$ cat src/hdl/dwm_pkg.sv
// shared definitions for the dct coefficient-pair watermark block
// command codes, field widths and default parameter values; no dependencies
package dwm_pkg;

	localparam int CMD_W = 2;
	typedef logic [CMD_W-1:0] cmd_t;

	localparam cmd_t CMD_EMBED   = 2'd0;
	localparam cmd_t CMD_EXTRACT = 2'd1;
	localparam cmd_t CMD_START   = 2'd2;
	localparam cmd_t CMD_UNUSED  = 2'd3;

	localparam int MARGIN_W = 10;
	typedef logic [MARGIN_W-1:0] margin_t;
	localparam margin_t MARGIN_RESET = 10'd80;

	localparam int BYTE_CNT_W = 7;
	typedef logic [BYTE_CNT_W-1:0] byte_cnt_t;
	typedef logic [2:0] bit_pos_t;
	typedef logic [7:0] byte_t;

	localparam int MESSAGE_BYTES_DEF = 127;
	localparam int COEF_WIDTH_DEF    = 16;

endpackage

$ cat src/hdl/dct_watermark_bit_embed_extract.sv
// top level of the dct coefficient-pair watermark embed / extract block
// depends on dwm_pkg and dwm_pair
//
// One request carries the five low coefficients of one 8x8 dct block and a
// command. Embed forces the order of the pairs (c01,c10) and (c02,c20) and
// the sign of c11 to carry message_bit, pushing close pairs apart by margin.
// Extract votes over the three tests and packs bits msb first; byte_valid
// marks the block that completes a byte. Start clears the bit and byte
// counters. After MESSAGE_BYTES bytes, blocks pass unchanged and
// message_done stays high until the next start. Throughput is one request
// per clock while res_stall is low: a request waits in the input register
// while the embed and vote logic runs, and the response register captures
// the result, which drives res_valid. The counters are updated as a
// request moves into the response register, so requests stream back to
// back and the input side keeps taking requests while a response waits,
// stalling only when both registers are full. margin is written through
// margin_we / margin_wdata and resets to 5.0 in Q6.4; the user must write
// it only while the block is idle, which the block itself does not enforce.
module dct_watermark_bit_embed_extract #(
	parameter int MESSAGE_BYTES = dwm_pkg::MESSAGE_BYTES_DEF,
	parameter int COEF_WIDTH    = dwm_pkg::COEF_WIDTH_DEF
) (
	input  logic                         clk,
	input  logic                         arst_n,
	// configuration
	input  logic                         margin_we,
	input  dwm_pkg::margin_t             margin_wdata,
	// request channel
	input  logic                         req_valid,
	output logic                         req_stall,
	input  dwm_pkg::cmd_t                command,
	input  logic                         message_bit,
	input  logic signed [COEF_WIDTH-1:0] coef_01_in,
	input  logic signed [COEF_WIDTH-1:0] coef_10_in,
	input  logic signed [COEF_WIDTH-1:0] coef_02_in,
	input  logic signed [COEF_WIDTH-1:0] coef_20_in,
	input  logic signed [COEF_WIDTH-1:0] coef_11_in,
	// response channel
	output logic                         res_valid,
	input  logic                         res_stall,
	output logic signed [COEF_WIDTH-1:0] coef_01_out,
	output logic signed [COEF_WIDTH-1:0] coef_10_out,
	output logic signed [COEF_WIDTH-1:0] coef_02_out,
	output logic signed [COEF_WIDTH-1:0] coef_20_out,
	output logic signed [COEF_WIDTH-1:0] coef_11_out,
	output logic                         byte_valid,
	output dwm_pkg::byte_t               extracted_byte,
	output logic                         message_done
);
	import dwm_pkg::*;

	localparam int W = COEF_WIDTH;
	localparam byte_cnt_t MSG_BYTES = BYTE_CNT_W'(MESSAGE_BYTES);
	localparam logic signed [W-1:0] COEF_MAX = {1'b0, {(W-1){1'b1}}};
	localparam logic signed [W-1:0] COEF_MIN = {1'b1, {(W-1){1'b0}}};

	// configuration register
	margin_t margin_q;

	// message state
	bit_pos_t  bit_pos_q;
	byte_t     acc_q;
	byte_cnt_t bytes_done_q;

	// input register
	logic                valid_s1;
	cmd_t                cmd_s1;
	logic                bit_s1;
	logic signed [W-1:0] c01_s1, c10_s1, c02_s1, c20_s1, c11_s1;

	// response register
	logic                valid_s2;
	logic signed [W-1:0] c01_s2, c10_s2, c02_s2, c20_s2, c11_s2;
	logic                byte_valid_s2;
	byte_t               byte_s2;
	logic                done_s2;

	// flow control
	logic adv_s2;
	logic load_s1;
	logic move_s1;

	assign adv_s2    = !valid_s2 || !res_stall;
	assign move_s1   = valid_s1 && adv_s2;
	assign req_stall = valid_s1 && !adv_s2;
	assign load_s1   = req_valid && !req_stall;

	always_ff @(posedge clk or negedge arst_n) begin
		if (!arst_n) begin
			margin_q <= MARGIN_RESET;
		end else if (margin_we) begin
			margin_q <= margin_wdata;
		end
	end

	always_ff @(posedge clk or negedge arst_n) begin
		if (!arst_n) begin
			valid_s1 <= 1'b0;
		end else if (adv_s2 || !valid_s1) begin
			valid_s1 <= req_valid;
		end
	end

	always_ff @(posedge clk) begin
		if (load_s1) begin
			cmd_s1 <= command;
			bit_s1 <= message_bit;
			c01_s1 <= coef_01_in;
			c10_s1 <= coef_10_in;
			c02_s1 <= coef_02_in;
			c20_s1 <= coef_20_in;
			c11_s1 <= coef_11_in;
		end
	end

	// embed path
	logic signed [W-1:0] emb_c01, emb_c10, emb_c02, emb_c20;
	logic signed [W-1:0] c11_mag;
	logic signed [W-1:0] emb_c11;

	dwm_pair #(.COEF_WIDTH(W)) u_pair_hi (
		.a      (c02_s1),
		.b      (c20_s1),
		.bit_val(bit_s1),
		.margin (margin_q),
		.a_out  (emb_c02),
		.b_out  (emb_c20)
	);

	dwm_pair #(.COEF_WIDTH(W)) u_pair_lo (
		.a      (c01_s1),
		.b      (c10_s1),
		.bit_val(bit_s1),
		.margin (margin_q),
		.a_out  (emb_c01),
		.b_out  (emb_c10)
	);

	// magnitude wraps only for the most negative value, handled below
	assign c11_mag = c11_s1[W-1] ? -c11_s1 : c11_s1;

	always_comb begin
		if (bit_s1) begin
			// |c11|+1 saturated; the most negative input maps to the maximum
			if (c11_s1 == COEF_MIN || c11_mag == COEF_MAX) begin
				emb_c11 = COEF_MAX;
			end else begin
				emb_c11 = c11_mag + W'(1);
			end
		end else begin
			// -|c11|; negative values already are
			emb_c11 = c11_s1[W-1] ? c11_s1 : -c11_s1;
		end
	end

	// extract path: majority of three tests
	logic [2:0] votes;
	logic       vote_bit;
	byte_t      acc_new;

	assign votes[0] = c01_s1 > c10_s1;
	assign votes[1] = c02_s1 > c20_s1;
	assign votes[2] = c11_s1 > W'(0);
	assign vote_bit = (votes[0] && votes[1]) || (votes[0] && votes[2]) || (votes[1] && votes[2]);
	assign acc_new  = acc_q | (vote_bit ? (8'h80 >> bit_pos_q) : 8'h00);

	// next state and response
	logic                complete;
	logic                active;
	bit_pos_t            bit_pos_d;
	byte_t               acc_d;
	byte_cnt_t           bytes_done_d;
	logic signed [W-1:0] r_c01, r_c10, r_c02, r_c20, r_c11;
	logic                r_byte_valid;
	byte_t               r_byte;

	assign complete = bytes_done_q >= MSG_BYTES;

	always_comb begin
		bit_pos_d    = bit_pos_q;
		acc_d        = acc_q;
		bytes_done_d = bytes_done_q;
		r_c01        = c01_s1;
		r_c10        = c10_s1;
		r_c02        = c02_s1;
		r_c20        = c20_s1;
		r_c11        = c11_s1;
		r_byte_valid = 1'b0;
		r_byte       = 8'h00;
		active       = 1'b0;
		unique case (cmd_s1)
			CMD_START: begin
				bit_pos_d    = '0;
				acc_d        = '0;
				bytes_done_d = '0;
			end
			CMD_EMBED: begin
				if (!complete) begin
					active = 1'b1;
					r_c01  = emb_c01;
					r_c10  = emb_c10;
					r_c02  = emb_c02;
					r_c20  = emb_c20;
					r_c11  = emb_c11;
				end
			end
			CMD_EXTRACT: begin
				if (!complete) begin
					active = 1'b1;
					acc_d  = acc_new;
					if (bit_pos_q == 3'd7) begin
						r_byte_valid = 1'b1;
						r_byte       = acc_new;
						acc_d        = '0;
					end
				end
			end
			default: begin
			end
		endcase
		if (active) begin
			bit_pos_d = bit_pos_q + 3'd1;
			if (bit_pos_q == 3'd7) begin
				bytes_done_d = bytes_done_q + BYTE_CNT_W'(1);
			end
		end
	end

	always_ff @(posedge clk or negedge arst_n) begin
		if (!arst_n) begin
			bit_pos_q    <= '0;
			acc_q        <= '0;
			bytes_done_q <= '0;
		end else if (move_s1) begin
			bit_pos_q    <= bit_pos_d;
			acc_q        <= acc_d;
			bytes_done_q <= bytes_done_d;
		end
	end

	always_ff @(posedge clk or negedge arst_n) begin
		if (!arst_n) begin
			valid_s2 <= 1'b0;
		end else if (adv_s2) begin
			valid_s2 <= valid_s1;
		end
	end

	always_ff @(posedge clk) begin
		if (move_s1) begin
			c01_s2        <= r_c01;
			c10_s2        <= r_c10;
			c02_s2        <= r_c02;
			c20_s2        <= r_c20;
			c11_s2        <= r_c11;
			byte_valid_s2 <= r_byte_valid;
			byte_s2       <= r_byte;
			done_s2       <= bytes_done_d >= MSG_BYTES;
		end
	end

	assign res_valid      = valid_s2;
	assign coef_01_out    = c01_s2;
	assign coef_10_out    = c10_s2;
	assign coef_02_out    = c02_s2;
	assign coef_20_out    = c20_s2;
	assign coef_11_out    = c11_s2;
	assign byte_valid     = byte_valid_s2;
	assign extracted_byte = byte_s2;
	assign message_done   = done_s2;

`ifndef NO_ASSERTIONS
	// byte counter never runs past the message length
	a_bytes_bounded: assert property (@(posedge clk) disable iff (!arst_n)
		bytes_done_q <= MSG_BYTES)
		else $error("bytes_done past message length");

	// a completed byte leaves the bit position and accumulator cleared
	a_byte_wraps: assert property (@(posedge clk) disable iff (!arst_n)
		valid_s2 && byte_valid_s2 |-> (bit_pos_q == 3'd0 && acc_q == 8'h00))
		else $error("byte completed without counter wrap");

	// message_done shown with a response matches the held counter
	a_done_state: assert property (@(posedge clk) disable iff (!arst_n)
		valid_s2 && done_s2 |-> bytes_done_q == MSG_BYTES)
		else $error("message_done disagrees with byte counter");

	// input side stalls only when its register holds a request
	a_stall_cause: assert property (@(posedge clk) disable iff (!arst_n)
		req_stall |-> valid_s1 && valid_s2 && res_stall)
		else $error("request stalled without a full pipeline");
`endif

endmodule

$ cat src/hdl/dwm_pair.sv
// embed step for one coefficient pair: margin adjust with saturation, then order by bit
// depends on dwm_pkg
module dwm_pair #(
	parameter int COEF_WIDTH = dwm_pkg::COEF_WIDTH_DEF
) (
	input  logic signed [COEF_WIDTH-1:0] a,
	input  logic signed [COEF_WIDTH-1:0] b,
	input  logic                         bit_val,
	input  dwm_pkg::margin_t             margin,
	output logic signed [COEF_WIDTH-1:0] a_out,
	output logic signed [COEF_WIDTH-1:0] b_out
);
	import dwm_pkg::*;

	localparam int W = COEF_WIDTH;

	logic signed [W:0]   diff;
	logic        [W:0]   abs_diff;
	logic                close;
	logic                a_lt_b;
	logic signed [W-1:0] sub_src;
	logic signed [W:0]   sub_ext;
	logic signed [W-1:0] sub_sat;
	logic signed [W-1:0] adj_a;
	logic signed [W-1:0] adj_b;
	logic                swap;
	margin_t             m;

	assign m        = margin;
	assign diff     = {a[W-1], a} - {b[W-1], b};
	assign abs_diff = diff[W] ? $unsigned(-diff) : $unsigned(diff);
	assign close    = abs_diff < (W+1)'(m);
	assign a_lt_b   = a < b;

	// the smaller member loses the margin, the second one on a tie
	assign sub_src = a_lt_b ? a : b;
	assign sub_ext = {sub_src[W-1], sub_src} - $signed({1'b0, (W)'(m)});
	assign sub_sat = (sub_ext[W] != sub_ext[W-1]) ? {1'b1, {(W-1){1'b0}}} : sub_ext[W-1:0];

	assign adj_a = (close && a_lt_b)  ? sub_sat : a;
	assign adj_b = (close && !a_lt_b) ? sub_sat : b;

	assign swap  = bit_val ? (adj_a < adj_b) : (adj_a > adj_b);
	assign a_out = swap ? adj_b : adj_a;
	assign b_out = swap ? adj_a : adj_b;

endmodule
$ cat config.mk
export PLATFORM = sky130hd
export DESIGN_NAME = dct_watermark_bit_embed_extract
export DESIGN_NICKNAME = d
export VERILOG_FILES = /design/src/hdl/dwm_pkg.sv /design/src/hdl/dct_watermark_bit_embed_extract.sv /design/src/hdl/dwm_pair.sv
export SDC_FILE = /design/constraint.sdc
export NUM_CORES = 1
export LEC_CHECK = 0
export BUFFER_PORTS_ARGS = -buffer_cell sky130_fd_sc_hd__buf_4
export CAP_MARGIN = 20
export CORE_MARGIN = 3
export CORE_UTILIZATION = 55
export CTS_CLUSTER_SIZE = 20
export DETAILED_ROUTE_END_ITERATION = 10
export PLACE_DENSITY = 0.73
export SYNTH_ARGS = -nofsm -noshare
export SYNTH_HDL_FRONTEND = slang
export SYNTH_SLANG_ARGS = --single-unit
export TNS_END_PERCENT = 50
$ cat constraint.sdc
create_clock -name clk -period 10.5 [get_ports clk]
set_input_delay 1.05 -clock clk [delete_from_list [all_inputs] [get_ports clk]]
set_output_delay 1.05 -clock clk [all_outputs]
set_load 0.005 [all_outputs]
* Word level (Yosys, flattened, before mapping)
Cells that the tools add are included.
Widths: inputs -> output; s select.
** Storage, ports and cells
- Register bits after elaboration :: 203
- Word-level logic and storage cells :: 128
** Cells by class
- Add/subtract/negate cells :: 10
- Order comparisons :: 13
- Equal/unequal tests :: 8
- Shift-type cells :: 1
- Mux-type cells :: 42
- Bitwise operators :: 3
- Reductions and logical operators :: 30
** Operators by type and width (count)
- $mux 16 :: 26
- $gt 16x16->1 :: 4
- $lt 16x16->1 :: 4
- $lt 17x10->1 :: 2
- $mux 17 :: 2
- $neg 17->17 :: 2
- $sub 16x11->17 :: 2
- $sub 16x16->17 :: 2
- $eq 16x16->1 const B :: 2
- $mux 8 :: 3
- $mux 7 :: 3
- $add 16x2->16 const B :: 1
- $gt 16x1->1 const B :: 1
- $neg 16->16 :: 1
- $pmux 8 s2 :: 1
- $ge 7x7->1 const B :: 2
- $logic_and 1x1->1 :: 10
- $or 8x8->8 :: 1
- $shr 8x3->8 const A :: 1
- $add 7x1->7 const B :: 1
- $logic_not 1->1 :: 7
- $mux 3 :: 2
- $logic_or 1x1->1 :: 5
- $mux 1 :: 5
- other kinds (13) :: 17

* Depth between registers and ports, before layout
- Word-level depth :: 11
- Mapped depth :: 42
- Depth with buffers taken out :: 37

* Hierarchy
From an unflattened synthesis, not the netlist that was laid out.
** Unflattened totals
- Cell total of the unflattened synthesis :: 1877
- Area total of the unflattened synthesis :: 17182.7 um2
** By module, submodules not included
- dct_watermark_bit_embed_extract :: times used 1, cells each 856, area an instance 9940.8 um2
- dwm_pair at u_pair_lo :: times used 1, cells each 548, area an instance 3644.7 um2
- dwm_pair at u_pair_hi :: times used 1, cells each 473, area an instance 3597.2 um2

* Worst setup path after synthesis
No wires, ideal clock.
- Path type :: flip-flop to flip-flop
- From :: reg c01_s1[6]
- To :: reg c01_s2[0] (netlist: coef_01_out[0]), data pin
- Setup time :: 282 ps
- Arrival :: 8273 ps
- Path slack :: 1946 ps
- Stages on the path, launching flop included :: 40
- Clock period less this slack :: 8554 ps
- Path through :: edfxtp_1 ha_1 clkbuf_1 a21oi_1 o21ai_0 a21o_1 a31oi_1 o21ai_1 and2_0 clkbuf_1 clkbuf_1 nor2_1 a21o_1 ha_1 nor2b_1 o21ai_0 a21oi_1 o21ai_0 (+4 left out) or3_1 nand2_1 ha_1 clkbuf_1 or2_2 o21ai_0 ha_1 nand4_1 nor3_1 a2111oi_0 o21ai_0 a21oi_1 mux2i_1 xnor2_1 nor3_1 and2_1 clkbuf_1 a222oi_1
** On the way
- Longest elaborated chain between the ends :: 11
** Ends and longest elaborated chain
- start: declaration :: RTL line dct_watermark_bit_embed_extract.sv:69 : logic signed [W-1:0] c01_s1, c10_s1, c02_s1, c20_s1, c11_s1;
- start signal: assignment :: RTL line dct_watermark_bit_embed_extract.sv:108 : c01_s1 <= coef_01_in;
- $sub 16x16->17 or $lt 16x16->1 (tied branches) :: RTL line dwm_pair.sv:30, dwm_pair.sv:33
- $neg 17->17 or $mux 16 (tied branches) :: RTL line dwm_pair.sv:31, dwm_pair.sv:36
- $mux 17 or $sub 16x11->17 (tied branches) :: RTL line dwm_pair.sv:31, dwm_pair.sv:37
- $lt 17x10->1 or $ne 1x1->1 (tied branches) :: RTL line dwm_pair.sv:32, dwm_pair.sv:38
- $logic_and 1x1->1 (tied with other cells) :: RTL line dwm_pair.sv:40 : assign adj_a = (close && a_lt_b) ? sub_sat : a;
- $mux 16, on equally long branches :: RTL line dwm_pair.sv:40, dwm_pair.sv:41
- $gt 16x16->1 or $lt 16x16->1 (tied branches) :: RTL line dwm_pair.sv:43 : assign swap = bit_val ? (adj_a < adj_b) : (adj_a > adj_b);
- $mux 1 :: RTL line dwm_pair.sv:43
- $mux 16 (*) :: RTL line dwm_pair.sv:44 : assign a_out = swap ? adj_b : adj_a;
- $mux 16 (*) :: RTL line dct_watermark_bit_embed_extract.sv:198 : if (!complete) begin
- $mux 16 (*) :: RTL line dct_watermark_bit_embed_extract.sv:191 : unique case (cmd_s1)
- via r_c01[0] :: RTL line dct_watermark_bit_embed_extract.sv:173 : logic signed [W-1:0] r_c01, r_c10, r_c02, r_c20, r_c11;
- end signal: assignment :: RTL line dct_watermark_bit_embed_extract.sv:251 : c01_s2 <= r_c01;
- end: declaration :: RTL line dct_watermark_bit_embed_extract.sv:73 : logic signed [W-1:0] c01_s2, c10_s2, c02_s2, c20_s2, c11_s2;
Mark *: on every way through the listed nets, which the timed path passes. The rest lies on a longest branch.
A chain may end at the register's enable or synchronous reset.

* Final worst setup path
- From :: reg c10_s1[10]
- To :: reg c01_s2[0] (netlist: coef_01_out[0]), data pin
** On the way
- Longest elaborated chain between the ends :: 11
** Ends and longest elaborated chain
- start: declaration :: RTL line dct_watermark_bit_embed_extract.sv:69
- start signal: assignment :: RTL line dct_watermark_bit_embed_extract.sv:109 : c10_s1 <= coef_10_in;
- $sub 16x16->17 or $lt 16x16->1 (tied branches) :: RTL line dwm_pair.sv:30, dwm_pair.sv:33
- $neg 17->17 or $mux 16 (tied branches) :: RTL line dwm_pair.sv:31, dwm_pair.sv:36
- $mux 17 or $sub 16x11->17 (tied branches) :: RTL line dwm_pair.sv:31, dwm_pair.sv:37
- $lt 17x10->1 or $ne 1x1->1 (tied branches) :: RTL line dwm_pair.sv:32, dwm_pair.sv:38
- $logic_and 1x1->1 (tied with other cells) :: RTL line dwm_pair.sv:40
- $mux 16, on equally long branches :: RTL line dwm_pair.sv:40, dwm_pair.sv:41
- $gt 16x16->1 or $lt 16x16->1 (tied branches) :: RTL line dwm_pair.sv:43
- $mux 1 :: RTL line dwm_pair.sv:43
- $mux 16 (*) :: RTL line dwm_pair.sv:44
- $mux 16 (*) :: RTL line dct_watermark_bit_embed_extract.sv:198
- $mux 16 (*) :: RTL line dct_watermark_bit_embed_extract.sv:191
- via r_c01[0] :: RTL line dct_watermark_bit_embed_extract.sv:173
Marked as above.

==> results.sh <==
export IMPL_synth_top_cell_area_share_pct=32.1
export IMPL_yosys_area_share_simple_pct=19.0
export IMPL_slew_viol_final=0
export IMPL_synth_fa_ha_area_share_pct=9.44
export IMPL_io_buffers=189
export IMPL_die_area_um2=31500
export IMPL_synthDistinctLibCells=99
export IMPL_period_minus_slack_ns=9.72
export IMPL_hold_viol_final=0
export IMPL_drive_gt1_share_pct=16.1
export IMPL_vias_per_cell=6.42
export IMPL_p_leak_nw=7.78
export IMPL_drtIter0Drc=1858
export IMPL_crit_path_start="c10_s1[10]$_DFFE_PP_"
export IMPL_crit_slowest_cell="a21oi_1"
export IMPL_p_sw_mw=1.04
export IMPL_cts_sinks=203
export IMPL_whs_ns=0.451
export IMPL_setup_worst_path_class="flip-flop to flip-flop"
export IMPL_internal_power_mw=1.92
export IMPL_cts_buffers=26
export IMPL_ctsHoldBuffers=0
export IMPL_clk_pin_slew_worst_paths_ns=0.06
export IMPL_syn_area_um2=16200
export IMPL_postLayoutCoreUtil_pct=65.2
export IMPL_synth_top_flop_cell="edfxtp_1"
export IMPL_tightest_slew_ns=1.16
export IMPL_coreArea_um2=28900
export IMPL_wirelength_um=51400
export IMPL_dieHeight_um=178
export IMPL_vias=15200
export IMPL_synth_nets=2022
export IMPL_rr_startpoint="c10_s1[10]$_DFFE_PP_"
export IMPL_fin_nets=2175
export IMPL_track_usage_pct=31.5
export IMPL_pre_cts_ws_ns=0.834
export IMPL_gp_congestion=1.03
export IMPL_stdcell_area_um2=18800
export IMPL_crit_top_cell="o21ai_0"
export IMPL_fin_cells=2362
export IMPL_fin_tns_setup_ns=0
export IMPL_grt_setup_unrepaired="false"
export IMPL_synthTopCellsByArea="edfxtp_1 32%, ha_1 8.9%, a21oi_1 4.5%, dfrtp_1 4.3%, nor2_1 4.0%"
export IMPL_postPlaceCellArea_um2=17900
export IMPL_clk_insertion_delay_late_ns=0.56
export IMPL_drc=0
export IMPL_syn_inst=1805
export IMPL_die_x_um=178
export IMPL_hold_path_class="input port to asynchronous set/reset pin"
export IMPL_cts_max_path_buffers=3
export IMPL_async_flop_share_pct=14.8
export IMPL_cts_tree="built"
export IMPL_synth_compound_area_share_pct=23.6
export IMPL_worst_path_max_fanout=22
export IMPL_globalRoute_totalOverflow=0
export IMPL_cp_start_kind="flip-flop"
export IMPL_ys_ff_latch=203
export IMPL_synthMuxAreaShare_pct=3.27
export IMPL_yosysTopAreaCell="edfxtp_1"
export IMPL_post_cts_buffers=0
export IMPL_post_synth_top_count_cell="edfxtp_1"
export IMPL_ys_seq_area_share_pct=36.7
export IMPL_htreeDepth=1
export IMPL_post_dp_hpwl_um=38200
export IMPL_max_freq_mhz=103
export IMPL_grt_pass1_vias=13800
export IMPL_finalSetupViolations=0
export IMPL_antenna_found_initial=1
export IMPL_synth_edf_count=173
export IMPL_fin_skew_ns=0.0258
export IMPL_syn_to_final_growth_pct=16.1
export IMPL_start_util_pct=56.1
export IMPL_cts_resized_gates=0
export IMPL_pwr_share_comb_pct=34.1
export IMPL_p_seq_share_pct=34.7
export IMPL_outcome="finished, final reports clean"
export IMPL_layout_setup_ws_ns=0.781
export IMPL_cp_required_ns=10.72
export IMPL_powerDensity_nw_per_um2=158
export IMPL_p_clk_share_pct=31.2
export IMPL_arrival_ns=9.94
export IMPL_dpl_cell_count=2314
export IMPL_p_total_mw=2.96
export IMPL_cts_root_buf="clkbuf_16"
export IMPL_slew_limit_headroom_pct=22.6
export IMPL_n_antenna_cell=0
export IMPL_drt_pass1_iterations=6
export IMPL_grt_pass1_wl_um=78500
export IMPL_rows=62
export IMPL_synth_top_family_by_area="compound AO/OA/AOI/OAI gates"
export IMPL_peakVddDrop_mv=0.134
export IMPL_drv_cap=0
export IMPL_ioPinCount=190
export IMPL_synthTopCellsByCount="173 x edfxtp_1, 171 x nor2_1, 155 x nand2_1, 147 x a21oi_1, 122 x o21ai_0"
export IMPL_syn_avg_cell_area_um2=8.97
export IMPL_worst_setup_path_end_kind="flip-flop"
export IMPL_max_stage_delay_ns=0.92
export IMPL_grt_max_degree=68
export IMPL_synth_xor_area_share_pct=3.52
export IMPL_period_share_pct=92.6
export IMPL_p_sw_share_pct=35.2
export IMPL_synth_warnings=0
export IMPL_ant_nets=0
export IMPL_wl_per_cell_um=21.8
## area by class of cell
class | instances | area (um^2)
repair buffers | 212 | 1590
clock buffers | 36 | 728
inverters | 98 | 370
flip-flops and latches | 203 | 5950
fillers | 2454 | 10100
multi-input cells | 1417 | 9530
well taps | 384 | 480
clock inverters | 12 | 153
## cells by family after synthesis
logic type | count (synthesis)
AO/OA/AOI/OAI | 556
buffers and inverters | 185
multiplexers | 51
flip-flops | 203
XOR/XNOR | 65
AND/OR/NAND/NOR | 625
adder cells (fa/ha/maj) | 120
## power by group through the flow
stage / registers (mW) / clock network (mW) / logic (mW)
after floorplan: 1.02 / 0 / 0.696
after global placement: 1.04 / 0 / 0.964
after detailed placement: 1.04 / 0 / 0.982
after CTS: 1.03 / 0.933 / 0.988
after global routing: 1.03 / 0.968 / 1.11
final: 1.03 / 0.924 / 1.01
## metal layers
| layer | part of all wire, % | track usage (%) | vias up |
|---|---|---|---|
| li1 | - | - | 7103 |
| met1 | 44 | 48.5 | 7150 |
| met2 | 42 | 46.5 | 829 |
| met3 | 11 | 5.33 | 70 |
| met4 | 2.0 | 6.38 | 2 |
| met5 | 0.021 | 0 | - |
## critical path: cells and delay by family, from the launching register on
kind	cells	cell delay, ns
simple gates	11	2.45
buf+inv	2	0.39
fa+ha+maj	4	1.41
compound gates	17	4.37
mux	1	0.27
flops	1	0.49
## placed cells by master, fill, tap and decap left out, types with 9 or more instances in the layout
master / synthesis / routed
a211o_1: 12 / 12
a211oi_1: 21 / 21
a21o_1: 30 / 30
a21oi_1: 147 / 147
a221o_1: 14 / 14
a221oi_1: 12 / 12
a222oi_1: 9 / 9
a22o_1: 10 / 10
a22oi_1: 9 / 9
a31oi_1: 17 / 17
and2_1: 19 / 18
and3_1: 19 / 19
buf_4: 0 / 212
clkbuf_16: 0 / 26
dfrtp_1: 28 / 28
edfxtp_1: 173 / 173
ha_1: 115 / 115
inv_1: 98 / 97
mux2_2: 13 / 13
mux2i_1: 36 / 35
nand2_1: 155 / 155
nand2b_1: 25 / 25
nand3_1: 47 / 47
nand4_1: 19 / 19
nor2_1: 171 / 171
nor2b_1: 25 / 24
nor3_1: 63 / 63
nor4_1: 9 / 9
o211ai_1: 18 / 18
o21a_1: 13 / 13
o21ai_0: 122 / 122
o22ai_1: 9 / 9
o2bb2ai_1: 9 / 9
or2_2: 11 / 11
or3_1: 19 / 19
xnor2_1: 40 / 40
xor2_1: 25 / 25
## state kept, by name, summed over array words and instances (netlist names), 2 cells and up
signal and flops:
acc_q 8, bit_pos_q 3, bytes_done_q 7, c01_s1 16, c02_s1 16, c10_s1 16
c11_s1 16, c20_s1 16, cmd_s1 2, coef_01_out 16, coef_02_out 16, coef_10_out 16
coef_11_out 16, coef_20_out 16, extracted_byte 8, margin_q 10
## path summary, 6_finish.rpt
| check | end | slack [ns] | cells past startpoint |
|---|---|---|---|
| min reg2reg | res_valid$_DFFE_PN0P_ | 0.49 | 1 |
| min in group clk | res_valid$_DFFE_PN0P_ | 0.49 | 1 |
| max | coef_01_out[0]$_DFFE_PP_ | 0.78 | 35 |
| max in group asynchronous | margin_q[6]$_DFFE_PN1P_ | 9.68 | 1 |
| max reg2reg | coef_01_out[0]$_DFFE_PP_ | 0.78 | 35 |
| min | bytes_done_q[1]$_DFFE_PN0P_ | 0.45 | 1 |
No activity file was read; power rests on OpenSTA's default activity.
